--- src/design/qrk_pkg.sv ---
// Package for the quaternion RK4 attitude integrator: constants, types, saturation helpers.
// No dependencies.
`default_nettype none
package qrk_pkg;
    localparam int unsigned QUAT_FRAC_BITS_DEF = 30;
    localparam int unsigned RATE_FRAC_BITS_DEF = 16;
    localparam int unsigned CMD_DEPTH_DEF      = 2;
    localparam logic [31:0] KH_HALF_DEG_TO_RAD = 32'd37480660;
    localparam logic [31:0] KS_ONE_SIXTH       = 32'd357913941;
    localparam logic [31:0] TIME_STEP_RESET    = 32'd21474836;

    localparam logic [2:0] REG_TIME_STEP = 3'd0;
    localparam logic [2:0] REG_INIT_Q0   = 3'd1;
    localparam logic [2:0] REG_INIT_Q1   = 3'd2;
    localparam logic [2:0] REG_INIT_Q2   = 3'd3;
    localparam logic [2:0] REG_INIT_Q3   = 3'd4;

    localparam logic KIND_INTEGRATE = 1'b0;
    localparam logic KIND_RELOAD    = 1'b1;

    typedef struct packed {
        logic               kind;
        logic signed [31:0] rate_x;
        logic signed [31:0] rate_y;
        logic signed [31:0] rate_z;
    } t_cmd;

    typedef struct packed {
        logic signed [31:0] q0;
        logic signed [31:0] q1;
        logic signed [31:0] q2;
        logic signed [31:0] q3;
        logic               saturated;
    } t_res;

    function automatic logic signed [31:0] sat32(input logic signed [63:0] v);
        if (v > 64'sd2147483647) begin
            return 32'sh7FFFFFFF;
        end else if (v < -64'sd2147483648) begin
            return 32'sh80000000;
        end
        return v[31:0];
    endfunction

    function automatic logic clip32(input logic signed [63:0] v);
        return (v > 64'sd2147483647) || (v < -64'sd2147483648);
    endfunction
endpackage
`default_nettype wire

--- src/design/qrk_cmd_fifo.sv ---
// Small command queue between the front end and the RK4 engine.
// Depends on qrk_pkg.
`default_nettype none
module qrk_cmd_fifo
    import qrk_pkg::*;
#(
    parameter int unsigned DEPTH = CMD_DEPTH_DEF
) (
    input  wire logic i_clk,
    input  wire logic i_rst_n,
    input  wire logic i_push,
    input  t_cmd      i_data,
    output logic      o_full,
    input  wire logic i_pop,
    output logic      o_valid,
    output t_cmd      o_data
);
    localparam int unsigned AW = (DEPTH > 1) ? $clog2(DEPTH) : 1;
    t_cmd                r_mem [DEPTH];
    logic [AW-1:0]       r_wp, r_rp;
    logic [AW:0]         r_cnt;
    logic                do_push, do_pop;

    assign o_full  = (r_cnt == (AW+1)'(DEPTH));
    assign o_valid = (r_cnt != '0);
    assign o_data  = r_mem[r_rp];
    assign do_push = i_push && !o_full;
    assign do_pop  = i_pop && o_valid;

    always_ff @(posedge i_clk) begin
        if (do_push) begin
            r_mem[r_wp] <= i_data;
        end
        if (!i_rst_n) begin
            r_wp  <= '0;
            r_rp  <= '0;
            r_cnt <= '0;
        end else begin
            if (do_push) begin
                r_wp <= (r_wp == AW'(DEPTH-1)) ? '0 : r_wp + 1'b1;
            end
            if (do_pop) begin
                r_rp <= (r_rp == AW'(DEPTH-1)) ? '0 : r_rp + 1'b1;
            end
            r_cnt <= r_cnt + (AW+1)'(do_push) - (AW+1)'(do_pop);
        end
    end
endmodule
`default_nettype wire

--- config.mk ---
export PLATFORM = sky130hd
export DESIGN_NAME = qrk_cmd_fifo
export DESIGN_NICKNAME = d
export VERILOG_FILES = /design/src/design/qrk_pkg.sv /design/src/design/qrk_cmd_fifo.sv
export SDC_FILE = /design/constraint.sdc
export NUM_CORES = 1
export LEC_CHECK = 0
export BUFFER_PORTS_ARGS = -buffer_cell sky130_fd_sc_hd__buf_2
export CELL_PAD_IN_SITES_DETAIL_PLACEMENT = 1
export CELL_PAD_IN_SITES_GLOBAL_PLACEMENT = 1
export CORE_MARGIN = 5
export CORE_UTILIZATION = 35
export DETAILED_ROUTE_END_ITERATION = 8
export GPL_TIMING_DRIVEN = 1
export PLACE_DENSITY = 0.75
export SLEW_MARGIN = 15
export SYNTH_ARGS = -nofsm -noshare
export SYNTH_HDL_FRONTEND = slang
export SYNTH_SLANG_ARGS = --single-unit
--- constraint.sdc ---
create_clock -name i_clk -period 16.4 [get_ports i_clk]
set_input_delay 2.46 -clock i_clk [delete_from_list [all_inputs] [get_ports i_clk]]
set_output_delay 2.46 -clock i_clk [all_outputs]
set_load 0.01 [all_outputs]
# Yosys cells after proc, flatten, opt, wreduce, memory -nomap -nowiden
# Memories as Yosys holds them, arrays and structs flattened. A register that Yosys moved wholly into a read port is not among the register bits.
# Cells that the tools add are included.
# word_totals
ff_bits	4
mem_bits_rw	194
inputBits	101
mem_count	1
output_inout_bits	99
elab_cells	19
# op_classes
reduce_logical	4
n_addsub	4
muxes	6
eq_ne	1
# memory_table
memory	words	width	rd	rd_ports_with_merged_regs	wr	line	rtl
r_mem	2	97	1	1	1	qrk_cmd_fifo.sv:19	t_cmd r_mem [DEPTH];
# op_table
cell	count
$mux W1	6
$add A1 B1 Y1 const B	2
$add A2 B1 Y2	1
$eq A2 B2 Y1 const B	1
$logic_and A1 B1 Y1	2
$reduce_bool A2 Y1	1
$sub A2 B1 Y2	1
$logic_not A1 Y1	1

# Logic depth before layout (Yosys ltp)
# Gate-level depths: netlist of run 1.
# depth
word_depth	5
ltp_mapped	8
depth_no_buf	8

# Worst setup path after synthesis of run 1
# Ideal clock, no wire load.
# synth_timing
path_kind	in2reg
startpoint	in i_push
endpoint	mem r_mem[0][0] in the netlist's numbering, enable pin
setup_slack_ns	9.254
path_buffers	0
setup_ns	0.553
required_ns	15.847
arrival_ns	6.593
stages	2
path_cell_list	nand2_1 > nor2_1
# synth_via
elab_chain_cells	3
# synth_rtl
item	line	rtl
start, declared	qrk_cmd_fifo.sv:11	input wire logic i_push,
$logic_and A1 B1 Y1	qrk_cmd_fifo.sv:27	assign do_push = i_push && !o_full;
$mux W1	qrk_cmd_fifo.sv:31	if (do_push) begin
$mux W1 (implied by the code)	qrk_cmd_fifo.sv:32	r_mem[r_wp] <= i_data;
end, declared	qrk_cmd_fifo.sv:19	
# Every way passes these cells.

==> metrics.md, run 1 <==
| Metric | Value |
|---|---|
| Root buffer cell | clkbuf_16 |
| Global Route Usage Sum | 0.1307 |
| Endpoint class of the critical path | primary output |
| Slew HR | 0.4724 |
| Synth Area in Simple Gates | 0.008848 |
| Clock skew | 0.007894 ns |
| Largest family of logic cells by synthesized area | multiplexers |
| Final TNS setup | 0 ns |
| # Post-CTS Setup Buffers | 0 |
| Port bufs | 199 |
| Static Leak | 3.495 nW |
| Max incr delay on CP | 0.78 ns |
| Max Freq | 0.1995 GHz |
| CTS H-tree depth | 4 |
| Count leader, synth | edfxtp_1 |
| CTS hold repair buffers | 0 |
| Post-synth EDFFs | 194 |
| Vias in the first global route | 4243 |
| Non-Filler Instances | 829 |
| Antenna Nets Post-Route | 0 |
| Final hold vios | 0 |
| Maximum VDD drop | 78.05 uV |
| Synth top area cells | edfxtp_1, mux2_2, mux2_4 |
| Total number of vias | 3743 |
| Status | completed |
| CTS tree | built |
| Maxcap violations | 0 |
| Synth Area in XOR/XNOR | 0.002382 |
| DR vias/cell | 4.515 |
| DRT Wirelength | 15600 um |
| First-pass GRT wire length | 23940 um |
| Post-Synth Adder-Cell Area | 0.003403 |
| Final GP Congestion | 0.7480 |
| Setup ws final | 11.39 ns |
| Core region area | 20820 um2 |
| Mux contribution to synthesized area | 0.1652 |
| Syn nets | 432 |
| Layout cell share with drive strength beyond 1 | 0.6022 |
| Largest net degree at the start of global routing | 55 |
| Layout Utilization | 0.4453 |
| Area of the die | 24010 um2 |
| Post-synthesis instance total | 329 |
| Critical Path Start Type | flip-flop |
| Synth Flop Type | edfxtp_1 |
| FF+latch count, synth | 199 |
| Crit path cell chain | buf_4, mux2_2, buf_2 |
| Ys Warns | 0 |
| Top-area cell type share of the netlist area | 0.7922 |
| Critical Path RT | 13.94 ns |
| DRC Markers | 0 |
| Yosys top cell by area | edfxtp_1 |
| PostCTS Resize Cnt | 0 |
| CTS clock-pin slew for the worst setup and hold paths | 0.07 ns |
| Pwr dens | 162.1 nW/um2 |
| Synth Area in Compound Gates | 0.001021 |
| Maximum fanout along the worst path | 50 |
| Crit path arrival time | 2.55 ns |
| Worst Hold Class | flip-flop to flip-flop |
| Synthesized area per cell | 22.35 um2 |
| Total power | 0.001503 W |
| Synth top cells by count | edfxtp_1, mux2_2, mux2_4 |
| Worst path slowest cell | dfxtp_4 |
| Initial core utilization | 0.3531 |
| CTS buffer count | 17 |
| Die width | 154.9 um |
| 1st-iter DRT viols | 170 |
| Synth-to-layout area growth | 26.08% |
| Total grt overflow | 0 |
| IO Count | 200 |
| Critical path buffer and inverter count | 2 |
| Final period utilization | 0.3057 |
| Post-route minimum period | 5.013 ns |
| Post-synth ARST share | 0 |
| Initial antenna violation count | 2 |
| Slew Limit Fails | 0 |
| DRT Pass-1 Iters | 4 |
| Register area share after synthesis | 0.8059 |
| Dpl ws | 11.76 ns |
| Mapped cell area | 7353 um2 |
| Filler cells | 2067 |
| Nets | 643 |
| Critical path class | flip-flop to primary output |
| Placed cell count | 796 |
| Unique masters post-synth | 19 |
| Final setup violation count | 0 |
| Rows | 53 |
| Die Y | 154.9 um |
| Deepest clock path buffer count | 2 |
| CP delay by family, top | buffers and inverters |
| Detailed Place HPWL | 11050 um |
| Worst skew pair latency | 0.42 ns |
| Worst-Margin Slew | 0.7914 ns |
| Clk sink count | 199 |
| Unrepaired setup endpoints after global routing | no |
| Routed len/inst | 18.81 um |
[metal layers]
layer | track usage | vias up | share of wire
li1 | - | 1721 | -
met1 | 0.1551 | 1880 | 0.40
met2 | 0.2265 | 121 | 0.52
met3 | 0.04339 | 19 | 0.063
met4 | 0.03869 | 2 | 0.013
met5 | 0 | - | 0.00083
[per-stage QoR]
step | hold WS [ns] | instance area [um2]
2_1_floorplan | 0.4549 | 7353
3_3_place_gp | 0.4981 | 8646
3_5_place_dp | 0.5244 | 8666
4_1_cts | 0.5454 | 9269
5_1_grt | 0.5842 | 9271
6_report | 0.5361 | 9271
[cell families after synthesis]
kind of cell / after synthesis
buffers and inverters: 14
adder cells (fa/ha/maj): 2
AND/OR/NAND/NOR: 13
flip-flops: 199
AO/OA/AOI/OAI: 1
multiplexers: 98
XOR/XNOR: 2
[where the power goes]
group / leakage, nW / switching, W / internal, W
logic: 1.36 / 0.000194 / 0.000185
clock network: 0.285 / 0.000186 / 0.000244
registers: 1.85 / 0.0000385 / 0.000656
total: 3.50 / 0.000418 / 0.00108
[placed cells by master, fill, tap and decap left out, types with 4 or more instances in the layout]
cell	Yosys	layout
mux2_2	67	67
mux2_4	30	30
clkbuf_16	0	17
dfxtp_1	5	4
buf_2	6	199
edfxtp_1	194	194
[sequential cells by signal (all words and copies together), names as in the netlist, named ones only]
register and cells:
r_cnt 2, r_rp 1, r_mem 194, r_wp 1
[worst paths after layout]
check,from,endpoint,slack [ns],cells past startpoint
max,flip-flop,o_data[21],11.39,3
min,r_rp,flip-flop,0.54,2
max reg2reg,r_cnt[0],r_mem[0][47],13.92,5
min reg2reg,r_rp,flip-flop,0.54,2
[final cells by class]
cell class / count / area (um2) / area share
antenna: 1 / 2.502 / 0.0002699
clock buffer: 20 / 436.7 / 0.04710
clock inverter: 12 / 166.4 / 0.01795
inverter: 3 / 11.26 / 0.001215
multi-input combinational: 116 / 1343 / 0.1448
sequential: 199 / 5929 / 0.6395
tap: 275 / 344.1 / 0.03711
timing repair buffer: 203 / 1039 / 0.1120
[worst reg2reg max path: cells and delay by family (launching register included)]
family        cells  cell delay [ns]
buf+inv           2             0.91
flops             1             0.37
simple gates      3             0.77
No activity file was read; power rests on OpenSTA's default activity.
==> run 2, diff against run 1 <==
==> constraint.sdc (replaced) <==
create_clock -name i_clk -period 4.9 [get_ports i_clk]
set_input_delay 0.735 -clock i_clk [delete_from_list [all_inputs] [get_ports i_clk]]
set_output_delay 0.735 -clock i_clk [all_outputs]
set_load 0.01 [all_outputs]
==> run 2 against run 1 <==
Against the previous run: global-route usage down 0.86 points; sequential power rose to 3.3 times the previous value; die area unchanged; wire length down 4.4%; count of clock-buffer cells in the layout down 2; combinational power rose to 3.4 times the previous value; flip-flop and latch count unchanged; sequential share of layout area up 0.24 points; via count about the same; setup slack worse by 9.4 ns; clock power rose to 3.2 times the previous value; core utilization down 0.17 points; largest cell class unchanged; largest power group unchanged; highest routed layer is now met4.
==> metrics.md, run 2 (same netlist as run 1, synthesis figures left out) <==
| Metric | Value |
|---|---|
| Clock skew | 0.01296 ns |
| Total power | 0.004955 W |
| Status | completed |
| Maxcap violations | 0 |
| Worst path slowest cell | dfxtp_4 |
| Clk sink count | 199 |
| DRT Pass-1 Iters | 4 |
| Port bufs | 199 |
| Area of the die | 24010 um2 |
| Top flop regs | r_mem: 194 flops, r_cnt: 2 flops |
| Worst Hold Class | primary input to flip-flop |
| Endpoint class of the critical path | primary output |
| Core region area | 20820 um2 |
| Final period utilization | 0.5848 |
| Max Freq | 0.3490 GHz |
| Initial antenna violation count | 0 |
| IO Count | 200 |
| Detailed Place HPWL | 10510 um |
| Critical Path RT | 4.16 ns |
| Total grt overflow | 0 |
| Placed cell count | 797 |
| Final setup violation count | 0 |
| CTS buffer count | 17 |
| 1st-iter DRT viols | 115 |
| Most frequent cells in the layout | buf_2, edfxtp_1, mux2_2 |
| PostCTS Resize Cnt | 0 |
| First-pass GRT wire length | 22520 um |
| CTS tree | built |
| Final hold vios | 0 |
| Total number of vias | 3741 |
| Deepest clock path buffer count | 2 |
| Global Route Usage Sum | 0.1221 |
| CP delay by family, top | buffers and inverters |
| Final TNS setup | 0 ns |
| Non-Filler Instances | 829 |
| Flop pwr share | 0.463 |
| Switching pwr | 0.001386 W |
| Static Leak | 3.497 nW |
| Routed len/inst | 17.98 um |
| Nets | 644 |
| DRT Wirelength | 14910 um |
| CTS hold repair buffers | 0 |
| Unrepaired setup endpoints after global routing | no |
| Register with the most flip-flops | r_mem |
| Die width | 154.9 um |
| Rows | 53 |
| Vias in the first global route | 4259 |
| Internal Dissipation | 0.003569 W |
| Worst-Margin Slew | 0.7198 ns |
| Crit path arrival time | 2.13 ns |
| Cells on worst reg2reg path | 3 |
| Post-route minimum period | 2.866 ns |
| # Post-CTS Setup Buffers | 0 |
| Synth-to-layout area growth | 25.61% |
| Maximum VDD drop | 263.4 uV |
| Die Y | 154.9 um |
| Largest net degree at the start of global routing | 52 |
| Max incr delay on CP | 0.56 ns |
| Critical path class | flip-flop to primary output |
| Sw frac | 0.2797 |
| Layout cell share with drive strength beyond 1 | 0.6029 |
| Antenna Nets Post-Route | 0 |
| Layout Utilization | 0.4436 |
| Crit path cell chain | buf_4, mux2_2, buf_2 |
| Critical path buffer and inverter count | 2 |
| DRC Markers | 0 |
| Initial core utilization | 0.3531 |
| CTS clock-pin slew for the worst setup and hold paths | 0.07 ns |
| DR vias/cell | 4.513 |
| Slew HR | 0.5201 |
| Maximum fanout along the worst path | 43 |
| Combinational Power Share | 0.260 |
| Critical Path Stages | 3 |
| Clk pwr share | 0.277 |
| Number of diodes | 0 |
| Worst Hold Path Cells | 1 |
| Critical Path Start Type | flip-flop |
| CTS H-tree depth | 4 |
| Root buffer cell | clkbuf_16 |
| Max reg flops | 194 |
| Most common cell after layout, fill and taps aside | buf_2 |
| Final GP Congestion | 0.7087 |
| Pwr dens | 536.5 nW/um2 |
| Slew Limit Fails | 0 |
| Worst skew pair latency | 0.42 ns |
==> run 2: power by group through the flow <==
stage / logic (W) / registers (W) / clock network (W)
4_1_cts: 0.00132 / 0.00230 / 0.00142
3_3_place_gp: 0.00129 / 0.00231 / 0
5_1_grt: 0.00139 / 0.00232 / 0.00151
2_1_floorplan: 0.000875 / 0.00230 / 0
6_report: 0.00129 / 0.00230 / 0.00137
3_5_place_dp: 0.00132 / 0.00234 / 0
==> run 2: area by class of cell <==
| type | instances | area (um2) |
|---|---|---|
| Sequential cell | 199 | 5929 |
| Clock inverter | 14 | 146.4 |
| Fill cell | 2030 | 11590 |
| Clock buffer | 18 | 429.2 |
| Timing Repair Buffer | 204 | 1033 |
| Inverter | 3 | 11.26 |
| Multi-Input combinational cell | 116 | 1343 |
| Tap cell | 275 | 344.1 |
==> run 2: worst reg2reg max path, stage by stage, from the launching register on <==
cell      delay, ns
dfxtp_1        0.37
nand2b_1       0.18
and3_4         0.67
buf_4          0.71
==> run 2: through the flow <==
stage / instance area (um2) / worst slack, ns / hold WS (ns)
global route: 9236 / 1.910 / 0.4668
detailed placement: 8661 / 2.257 / 0.5070
finish: 9236 / 2.034 / 0.5009
floorplan: 7356 / 1.111 / 0.4660
CTS: 9236 / 1.951 / 0.4746
global placement: 8661 / 2.353 / 0.4946
==> run 2: worst paths after layout <==
check	startpoint	end	slack, ns
min	i_data[5]	r_mem[1][5]	0.50
max	flip-flop	o_data[18]	2.03
max reg2reg	r_cnt[0]	r_mem[1][8]	2.57
min reg2reg	r_rp	flip-flop	0.52
==> run 2: routing by layer <==
layer,vias to the layer above,track usage,wire length [um]
met5,-,0,0
met4,0,0.04121,185
met3,12,0.03616,953
met2,126,0.2147,7866
met1,1884,0.1427,5903
li1,1719,-,-
